File: src/ffba_pkg.sv
package ffba_pkg;
    localparam int MEM_BYTES  = 16384;
    localparam int HDR_BYTES  = 16;
    localparam int MAX_BLOCKS = 64;

    localparam int IDX_W  = $clog2(MAX_BLOCKS);
    localparam int CNT_W  = IDX_W + 1;
    localparam int SIZE_W = $clog2(MEM_BYTES);
    localparam int OFS_W  = 14;
    localparam int ST_W   = 2;
    // wide enough for offsets, sizes plus headers and requests at any legal arena size
    localparam int CW     = 18;

    localparam logic [ST_W-1:0] ST_OK      = 2'd0;
    localparam logic [ST_W-1:0] ST_NOSPACE = 2'd1;
    localparam logic [ST_W-1:0] ST_BADADDR = 2'd2;

    localparam logic [CW-1:0]     HDR_W  = CW'(HDR_BYTES);
    localparam logic [SIZE_W-1:0] SIZE0  = SIZE_W'(MEM_BYTES - HDR_BYTES);
    localparam logic [CNT_W-1:0]  CNT_MAX = CNT_W'(MAX_BLOCKS);

    typedef struct packed {
        logic              free;
        logic [SIZE_W-1:0] size;
    } t_entry;

    typedef struct packed {
        logic             we;
        logic [IDX_W-1:0] waddr;
        t_entry           wdata;
        logic [IDX_W-1:0] raddr;
    } t_tbl_req;
endpackage

File: src/first_fit_block_allocator_top.sv
// Each request walks the table entry by entry; a split moves later entries up by one
// and a merge moves them down, through the single table memory port.
// Throughput: one request at a time; the table memory port sets the pace.
// Reset (synchronous, active low) leaves one free block covering the arena and
// writes the first table entry in S_INIT before s_axis_tready rises.
module first_fit_block_allocator_top import ffba_pkg::*; (
    input  logic        i_clk,
    input  logic        i_rst_n,
    input  logic        s_axis_tvalid,
    output logic        s_axis_tready,
    input  logic [31:0] s_axis_tdata,  // [13:0] request_size, [27:14] release_offset
    input  logic        s_axis_tuser,  // [0] mode
    output logic        m_axis_tvalid,
    input  logic        m_axis_tready,
    output logic [15:0] m_axis_tdata,  // [13:0] payload_offset
    output logic [1:0]  m_axis_tuser   // [1:0] status
);
    t_tbl_req         w_tbl;
    t_entry           w_rdata;
    logic [OFS_W-1:0] w_ofs;

    ffba_table u_table (
        .i_clk   (i_clk),
        .i_req   (w_tbl),
        .o_rdata (w_rdata)
    );

    ffba_ctrl u_ctrl (
        .i_clk      (i_clk),
        .i_rst_n    (i_rst_n),
        .i_valid    (s_axis_tvalid),
        .o_ready    (s_axis_tready),
        .i_mode     (s_axis_tuser),
        .i_req_size (s_axis_tdata[13:0]),
        .i_rel_ofs  (s_axis_tdata[27:14]),
        .o_valid    (m_axis_tvalid),
        .i_ready    (m_axis_tready),
        .o_ofs      (w_ofs),
        .o_status   (m_axis_tuser),
        .o_tbl      (w_tbl),
        .i_rdata    (w_rdata)
    );

    assign m_axis_tdata = {2'b00, w_ofs};

    a_status_code: assert property (@(posedge i_clk) disable iff (!i_rst_n)
        m_axis_tvalid |-> (m_axis_tuser == ST_OK || m_axis_tuser == ST_NOSPACE
                           || m_axis_tuser == ST_BADADDR))
        else $error("unknown status code");

    a_fail_no_offset: assert property (@(posedge i_clk) disable iff (!i_rst_n)
        (m_axis_tvalid && m_axis_tuser != ST_OK) |-> (m_axis_tdata == '0))
        else $error("offset given with a failed request");

    a_offset_past_hdr: assert property (@(posedge i_clk) disable iff (!i_rst_n)
        (m_axis_tvalid && m_axis_tdata != '0) |-> (m_axis_tdata >= 16'(HDR_BYTES)
                                                   || MEM_BYTES > 16384))
        else $error("granted offset inside first header");
endmodule

File: src/ffba_table.sv
module ffba_table import ffba_pkg::*; (
    input  logic     i_clk,
    input  t_tbl_req i_req,
    output t_entry   o_rdata
);
    t_entry r_mem [MAX_BLOCKS];

    always_ff @(posedge i_clk) begin
        if (i_req.we) begin
            r_mem[i_req.waddr] <= i_req.wdata;
        end
        o_rdata <= r_mem[i_req.raddr];
    end
endmodule

File: src/ffba_ctrl.sv
module ffba_ctrl import ffba_pkg::*; (
    input  logic              i_clk,
    input  logic              i_rst_n,
    input  logic              i_valid,
    output logic              o_ready,
    input  logic              i_mode,
    input  logic [OFS_W-1:0]  i_req_size,
    input  logic [OFS_W-1:0]  i_rel_ofs,
    output logic              o_valid,
    input  logic              i_ready,
    output logic [OFS_W-1:0]  o_ofs,
    output logic [ST_W-1:0]   o_status,
    output t_tbl_req          o_tbl,
    input  t_entry            i_rdata
);
    typedef enum logic [3:0] {
        S_INIT, S_IDLE, S_ARD, S_AEV, S_SHR, S_SHW, S_SPL, S_SPL2,
        S_RRD, S_REV, S_RNR, S_RNX, S_MRG, S_SLR, S_SLW, S_DONE
    } t_state;

    t_state            r_state;
    logic [CNT_W-1:0]  r_cnt, r_i, r_k;
    logic [1:0]        r_n;
    logic [CW-1:0]     r_base, r_req, r_rel;
    logic [SIZE_W-1:0] r_fsize, r_csize, r_psize, r_nsize;
    logic              r_pfree, r_nfree;
    logic [OFS_W-1:0]  r_res_ofs;
    logic [ST_W-1:0]   r_res_st;

    logic [CW-1:0] w_dsize, w_next_base, w_hit_ofs;
    logic [CNT_W-1:0] w_i1;
    logic w_pf;

    assign w_dsize     = CW'(i_rdata.size);
    assign w_next_base = r_base + HDR_W + w_dsize;
    assign w_hit_ofs   = r_base + HDR_W;
    assign w_i1        = r_i + 1'b1;
    assign w_pf        = (r_i != '0) && r_pfree;
    assign o_ready     = (r_state == S_IDLE);

    always_comb begin
        o_tbl = '0;
        case (r_state)
            S_INIT: begin
                o_tbl.we    = 1'b1;
                o_tbl.waddr = '0;
                o_tbl.wdata = '{free: 1'b1, size: SIZE0};
            end
            S_ARD, S_RRD: o_tbl.raddr = r_i[IDX_W-1:0];
            S_AEV: begin
                o_tbl.raddr = r_i[IDX_W-1:0];
                if (i_rdata.free && w_dsize == r_req) begin
                    o_tbl.we    = 1'b1;
                    o_tbl.waddr = r_i[IDX_W-1:0];
                    o_tbl.wdata = '{free: 1'b0, size: r_req[SIZE_W-1:0]};
                end
            end
            S_SHR: o_tbl.raddr = IDX_W'(r_k - 1'b1);
            S_SHW: begin
                o_tbl.we    = 1'b1;
                o_tbl.waddr = r_k[IDX_W-1:0];
                o_tbl.wdata = i_rdata;
            end
            S_SPL: begin
                o_tbl.we    = 1'b1;
                o_tbl.waddr = w_i1[IDX_W-1:0];
                o_tbl.wdata = '{free: 1'b1,
                                size: SIZE_W'(CW'(r_fsize) - r_req - HDR_W)};
            end
            S_SPL2: begin
                o_tbl.we    = 1'b1;
                o_tbl.waddr = r_i[IDX_W-1:0];
                o_tbl.wdata = '{free: 1'b0, size: r_req[SIZE_W-1:0]};
            end
            S_RNR: o_tbl.raddr = w_i1[IDX_W-1:0];
            S_MRG: begin
                o_tbl.we = 1'b1;
                if (w_pf) begin
                    o_tbl.waddr = IDX_W'(r_i - 1'b1);
                    o_tbl.wdata = '{free: 1'b1, size: SIZE_W'(CW'(r_psize) + HDR_W
                        + CW'(r_csize) + (r_nfree ? HDR_W + CW'(r_nsize) : '0))};
                end else begin
                    o_tbl.waddr = r_i[IDX_W-1:0];
                    o_tbl.wdata = '{free: 1'b1, size: SIZE_W'(CW'(r_csize)
                        + (r_nfree ? HDR_W + CW'(r_nsize) : '0))};
                end
            end
            S_SLR: o_tbl.raddr = IDX_W'(r_k + CNT_W'(r_n));
            S_SLW: begin
                o_tbl.we    = 1'b1;
                o_tbl.waddr = r_k[IDX_W-1:0];
                o_tbl.wdata = i_rdata;
            end
            default: o_tbl = '0;
        endcase
    end

    always_ff @(posedge i_clk) begin
        if (!i_rst_n) begin
            r_state <= S_INIT;
            r_cnt   <= CNT_W'(1);
            o_valid <= 1'b0;
        end else begin
            if (o_valid && i_ready && r_state != S_DONE) begin
                o_valid <= 1'b0;
            end
            case (r_state)
                S_INIT: r_state <= S_IDLE;
                S_IDLE: begin
                    if (i_valid) begin
                        r_i       <= '0;
                        r_base    <= '0;
                        r_pfree   <= 1'b0;
                        r_req     <= CW'(i_req_size);
                        r_rel     <= CW'(i_rel_ofs);
                        r_res_ofs <= '0;
                        r_res_st  <= ST_OK;
                        r_state   <= i_mode ? S_RRD : S_ARD;
                    end
                end
                S_ARD: r_state <= S_AEV;
                S_AEV: begin
                    if (i_rdata.free && w_dsize >= r_req) begin
                        r_fsize <= i_rdata.size;
                        r_k     <= r_cnt;
                        if (w_dsize == r_req) begin
                            r_res_ofs <= w_hit_ofs[OFS_W-1:0];
                            r_state   <= S_DONE;
                        end else if (w_dsize > r_req + HDR_W && r_cnt != CNT_MAX) begin
                            r_state <= (r_cnt > w_i1) ? S_SHR : S_SPL;
                        end else begin
                            r_res_st <= ST_NOSPACE;
                            r_state  <= S_DONE;
                        end
                    end else begin
                        r_base <= w_next_base;
                        r_i    <= w_i1;
                        if (w_i1 == r_cnt) begin
                            r_res_st <= ST_NOSPACE;
                            r_state  <= S_DONE;
                        end else begin
                            r_state <= S_ARD;
                        end
                    end
                end
                S_SHR: r_state <= S_SHW;
                S_SHW: begin
                    r_k     <= r_k - 1'b1;
                    r_state <= (r_k - 1'b1 > w_i1) ? S_SHR : S_SPL;
                end
                S_SPL: r_state <= S_SPL2;
                S_SPL2: begin
                    r_cnt     <= r_cnt + 1'b1;
                    r_res_ofs <= w_hit_ofs[OFS_W-1:0];
                    r_state   <= S_DONE;
                end
                S_RRD: r_state <= S_REV;
                S_REV: begin
                    if (w_hit_ofs == r_rel) begin
                        r_csize <= i_rdata.size;
                        r_nfree <= 1'b0;
                        if (i_rdata.free) begin
                            r_state <= S_DONE;
                        end else begin
                            r_state <= (w_i1 < r_cnt) ? S_RNR : S_MRG;
                        end
                    end else begin
                        r_base  <= w_next_base;
                        r_pfree <= i_rdata.free;
                        r_psize <= i_rdata.size;
                        r_i     <= w_i1;
                        if (w_i1 == r_cnt) begin
                            r_res_st <= ST_BADADDR;
                            r_state  <= S_DONE;
                        end else begin
                            r_state <= S_RRD;
                        end
                    end
                end
                S_RNR: r_state <= S_RNX;
                S_RNX: begin
                    r_nfree <= i_rdata.free;
                    r_nsize <= i_rdata.size;
                    r_state <= S_MRG;
                end
                S_MRG: begin
                    // close the gap left by the merged neighbors
                    r_k <= w_pf ? r_i : w_i1;
                    r_n <= {1'b0, w_pf} + {1'b0, r_nfree};
                    if (!w_pf && !r_nfree) begin
                        r_state <= S_DONE;
                    end else if ((w_pf ? r_i : w_i1) + CNT_W'({1'b0, w_pf} + {1'b0, r_nfree})
                                 < r_cnt) begin
                        r_state <= S_SLR;
                    end else begin
                        r_cnt   <= r_cnt - CNT_W'({1'b0, w_pf} + {1'b0, r_nfree});
                        r_state <= S_DONE;
                    end
                end
                S_SLR: r_state <= S_SLW;
                S_SLW: begin
                    r_k <= r_k + 1'b1;
                    if (r_k + 1'b1 + CNT_W'(r_n) < r_cnt) begin
                        r_state <= S_SLR;
                    end else begin
                        r_cnt   <= r_cnt - CNT_W'(r_n);
                        r_state <= S_DONE;
                    end
                end
                S_DONE: begin
                    if (!o_valid || i_ready) begin
                        o_valid  <= 1'b1;
                        o_ofs    <= r_res_ofs;
                        o_status <= r_res_st;
                        r_state  <= S_IDLE;
                    end
                end
                default: r_state <= S_IDLE;
            endcase
        end
    end
endmodule

File: config.mk
export PLATFORM = sky130hd
export DESIGN_NAME = first_fit_block_allocator_top
export DESIGN_NICKNAME = d
export VERILOG_FILES = /design/src/ffba_pkg.sv /design/src/first_fit_block_allocator_top.sv /design/src/ffba_table.sv /design/src/ffba_ctrl.sv
export SDC_FILE = /design/constraint.sdc
export NUM_CORES = 2
export LEC_CHECK = 0
export BUFFER_PORTS_ARGS = -buffer_cell sky130_fd_sc_hd__buf_2
export CELL_PAD_IN_SITES_DETAIL_PLACEMENT = 1
export CELL_PAD_IN_SITES_GLOBAL_PLACEMENT = 1
export CORE_MARGIN = 2
export CORE_UTILIZATION = 35
export CTS_CLUSTER_DIAMETER = 120
export DETAILED_ROUTE_END_ITERATION = 16
export GPL_TIMING_DRIVEN = 0
export PLACE_DENSITY_LB_ADDON = 0.1
export SLEW_MARGIN = 20
export SYNTH_ARGS = -nofsm -noshare
export SYNTH_HDL_FRONTEND = slang
export SYNTH_SLANG_ARGS = --single-unit
File: constraint.sdc
create_clock -name i_clk -period 7.5 [get_ports i_clk]
set_clock_uncertainty 0.05 [all_clocks]
set_input_delay 1.125 -clock i_clk [delete_from_list [all_inputs] [get_ports i_clk]]
set_output_delay 1.125 -clock i_clk [all_outputs]
set_load 0.02 [all_outputs]
==> metrics <==
CP Class reg2reg; remaining max-slew budget at the tightest pin 18.01%; Post-CTS Hold Buffers 0; initial antenna violation count 13; die area 150200 sq um; slowest CP cell or4_1; Async SR Flop Fraction 0%; Pins Over Slew Limit 0; Psw 3.544 mW; Reg clk slew, reported paths 50 ps; initial core utilization 35.29%; placer congestion estimate 0.8987; drt pass-1 iters 5; CP Capture Type flip-flop; P_int 10.97 mW; LEAKAGE 21.66 nW; most common cell in the netlist edfxtp_1; clk root buf clkbuf_16; reg-to-reg slack, setup 710 ps; largest net degree at the start of global routing 37; Clock Tree Buf Depth 3; top post-synthesis cells by count 1112 x edfxtp_1, 933 x nand2_1, 441 x nand3_1; Std-Cell Core Area 145900 sq um; All-Layer GR Usage 24.66%; Final HPWL DP 138300 microns; 1st-iter DRT viols 2979; post-layout min period 6793 ps; WP data arrival 7390 ps; min-delay worst type reg2reg; row cnt 140; nets 4760; vias in the first global route 36.47k; Vias/cell 5.461; clock sink count 1139; unrepaired setup endpoints after global routing false; status finished, final reports clean; total routed wirelength 186600 microns; post-CTS sizing 0; area share of the largest cell type after synthesis 64.85%; setup ws final 706.6 ps; placed cell areas 56390 sq um; Fmax 147.2 MHz; Mapped Area 51490 sq um; remaining antenna violation count after routing 0; Worst-Margin Slew 1217 ps; Clock power frac 44.4%; Fillers 15.33k; share of layout cells above drive strength 1 12.18%; setup TNS 0 ps; H-tree depth 4; later-pin clock latency in the skew report 820 ps; Synth Instances 4261; # IOs 57; post-CTS setup buffers 0; Pwr Total 14.52 mW; post-route cell area 60680 sq um; Critical Path Source Type flip-flop; Via Count 35.95k; synth warn 0; CP Max Fanout 10; Syn Area/Cell 12.08 sq um; Synth Flop Type edfxtp_1; setup violators final 0; share of total power in sequential cells 49.2%; Sw Ratio 24.41%; number of synthesized flops with an enable pin 1112; PortBufs 50; global route overflow 0; crit path cell chain clkbuf_1 -> or4_1 -> o21a_1 -> inv_2 -> buf_2 -> buf_1 -> ha_1 -> nand2_1 -> fa_1 -> nor3_1 -> xnor2_1 -> ha_1 -> a21o_1 -> a21o_1 -> a41o_1 -> a21oi_1 -> nor3_1 -> a221oi_1 -> clkbuf_1 -> mux2i_1 -> nor2_1; max_cap viols 0; VDD IR max 0.2108 mV; Area growth, synth to finish 17.85%; hold_ws 367.5 ps; first-pass GRT wire length 267400 microns; die height 387.6 microns; TritonCTS Buffers 133; Synth area leaders edfxtp_1 65%, nand2_1 6.8%, nand3_1 4.3%, ha_1 3.5%, nor2_1 1.4%; sequential-to-total area share from yosys stat 65.90%; final-report hold violation count 0; combinational group share of total power 6.4%; CP peak stage delay 570 ps; CP required 8100 ps; Synth cell types 92; DP Worst Slack 652.4 ps; CTS tree yes; DR WL/cell 28.35 microns; chip width 387.6 microns; Tcrit/Tclk final 90.58%; biggest area consumer among synthesized cells edfxtp_1; #FFs+latches synth 1139; PwrDens 239.2 nW/um^2; DRC Markers 0
[path summary, 6_finish.rpt]
check,start,endpoint,cells past startpoint
worst max-delay path,u_ctrl.r_i[3],u_ctrl.r_cnt[5],21
worst min-delay path,u_ctrl.r_res_ofs[12],u_ctrl.o_ofs[12],0
worst max register to register,u_ctrl.r_i[3],u_ctrl.r_cnt[5],21
worst min register to register,u_ctrl.r_res_ofs[12],u_ctrl.o_ofs[12],0
[registers in the layout (all words and copies together) (netlist names), 14 cells and up]
signal and flops:
u_ctrl.o_ofs 14, u_ctrl.r_base 18, u_ctrl.r_csize 14, u_ctrl.r_fsize 14, u_ctrl.r_nsize 14, u_ctrl.r_psize 14, u_ctrl.r_rel 14, u_ctrl.r_req 14
u_ctrl.r_res_ofs 14, u_table.o_rdata 15, u_table.r_mem 960
[worst max-delay path, delay by kind of cell, from the launching register on]
kind	cells	cell delay (ps)
compound gates	6	1740
xor+xnor	1	140
flops	1	410
buf+inv	5	1750
simple gates	5	1160
mux	1	250
fa+ha+maj	3	1130
[area by class of cell]
| cell class | instances | area, sq um | share of cell area, % |
|---|---|---|---|
| Buffer | 230 | 1074 | 1.769 |
| Timing Repair Buffer | 160 | 2100 | 3.460 |
| Multi-Input combinational cell | 2740 | 16320 | 26.90 |
| Antenna cell | 1 | 2.502 | 0.004124 |
| Sequential cell | 1139 | 33930 | 55.92 |
| Clock buffer | 160 | 3440 | 5.668 |
| Inverter | 153 | 574.3 | 0.9465 |
| Tap cell | 1917 | 2399 | 3.953 |
| Clock inverter | 83 | 838.3 | 1.382 |
[through the flow]
step / utilization, % / instances
final: 41.59 / 6583
after global routing: 41.58 / 6582
after CTS: 41.58 / 6582
after detailed placement: 38.65 / 6339
after global placement: 37.11 / 6229
after floorplan: - / 4262
[cell families after synthesis]
kind of cell	synth area share, %
XOR/XNOR	2.143
AND/OR/NAND/NOR	16.76
multiplexers	0.9331
flip-flops	65.90
AO/OA/AOI/OAI	6.716
adder cells (fa/ha/maj)	4.340
other	0.007283
buffers and inverters	3.200
[layout by cell type (no fill, tap or decap), types with 34 or more instances in the layout]
cell type and n:
inv_1 151, xnor2_1 75, nor2_1 121, and3_1 111, clkbuf_16 133, mux2i_1 48
xor2_1 51, buf_6 55, buf_2 129, nand2_1 932, clkbuf_1 131, a221oi_1 46
ha_1 145, edfxtp_1 1112, a21oi_1 111, nor3_1 45, buf_16 35, o21ai_0 78
nand3_1 441, a31oi_1 54, nand4_1 34, nor2_2 68
[layer usage]
| layer | GRT usage, % | vias up | share of wire (%) |
|---|---|---|---|
| met5 | 0 | - | 0.036 |
| met4 | 7.770 | 10 | 3.1 |
| met3 | 3.594 | 260 | 5.1 |
| met2 | 40.76 | 974 | 48 |
| met1 | 33.43 | 18530 | 44 |
| li1 | - | 16170 | - |
[power groups by stage]
stage	Sequential [mW]	Combinational, mW	Clock (mW)
detailed placement	7.28	0.923	0
global placement	7.34	0.784	0
finish	7.15	0.929	6.44
floorplan	7.24	0.439	0
CTS	7.15	0.929	6.56
global route	7.15	0.994	6.79
(Power assumes the default switching activity.)
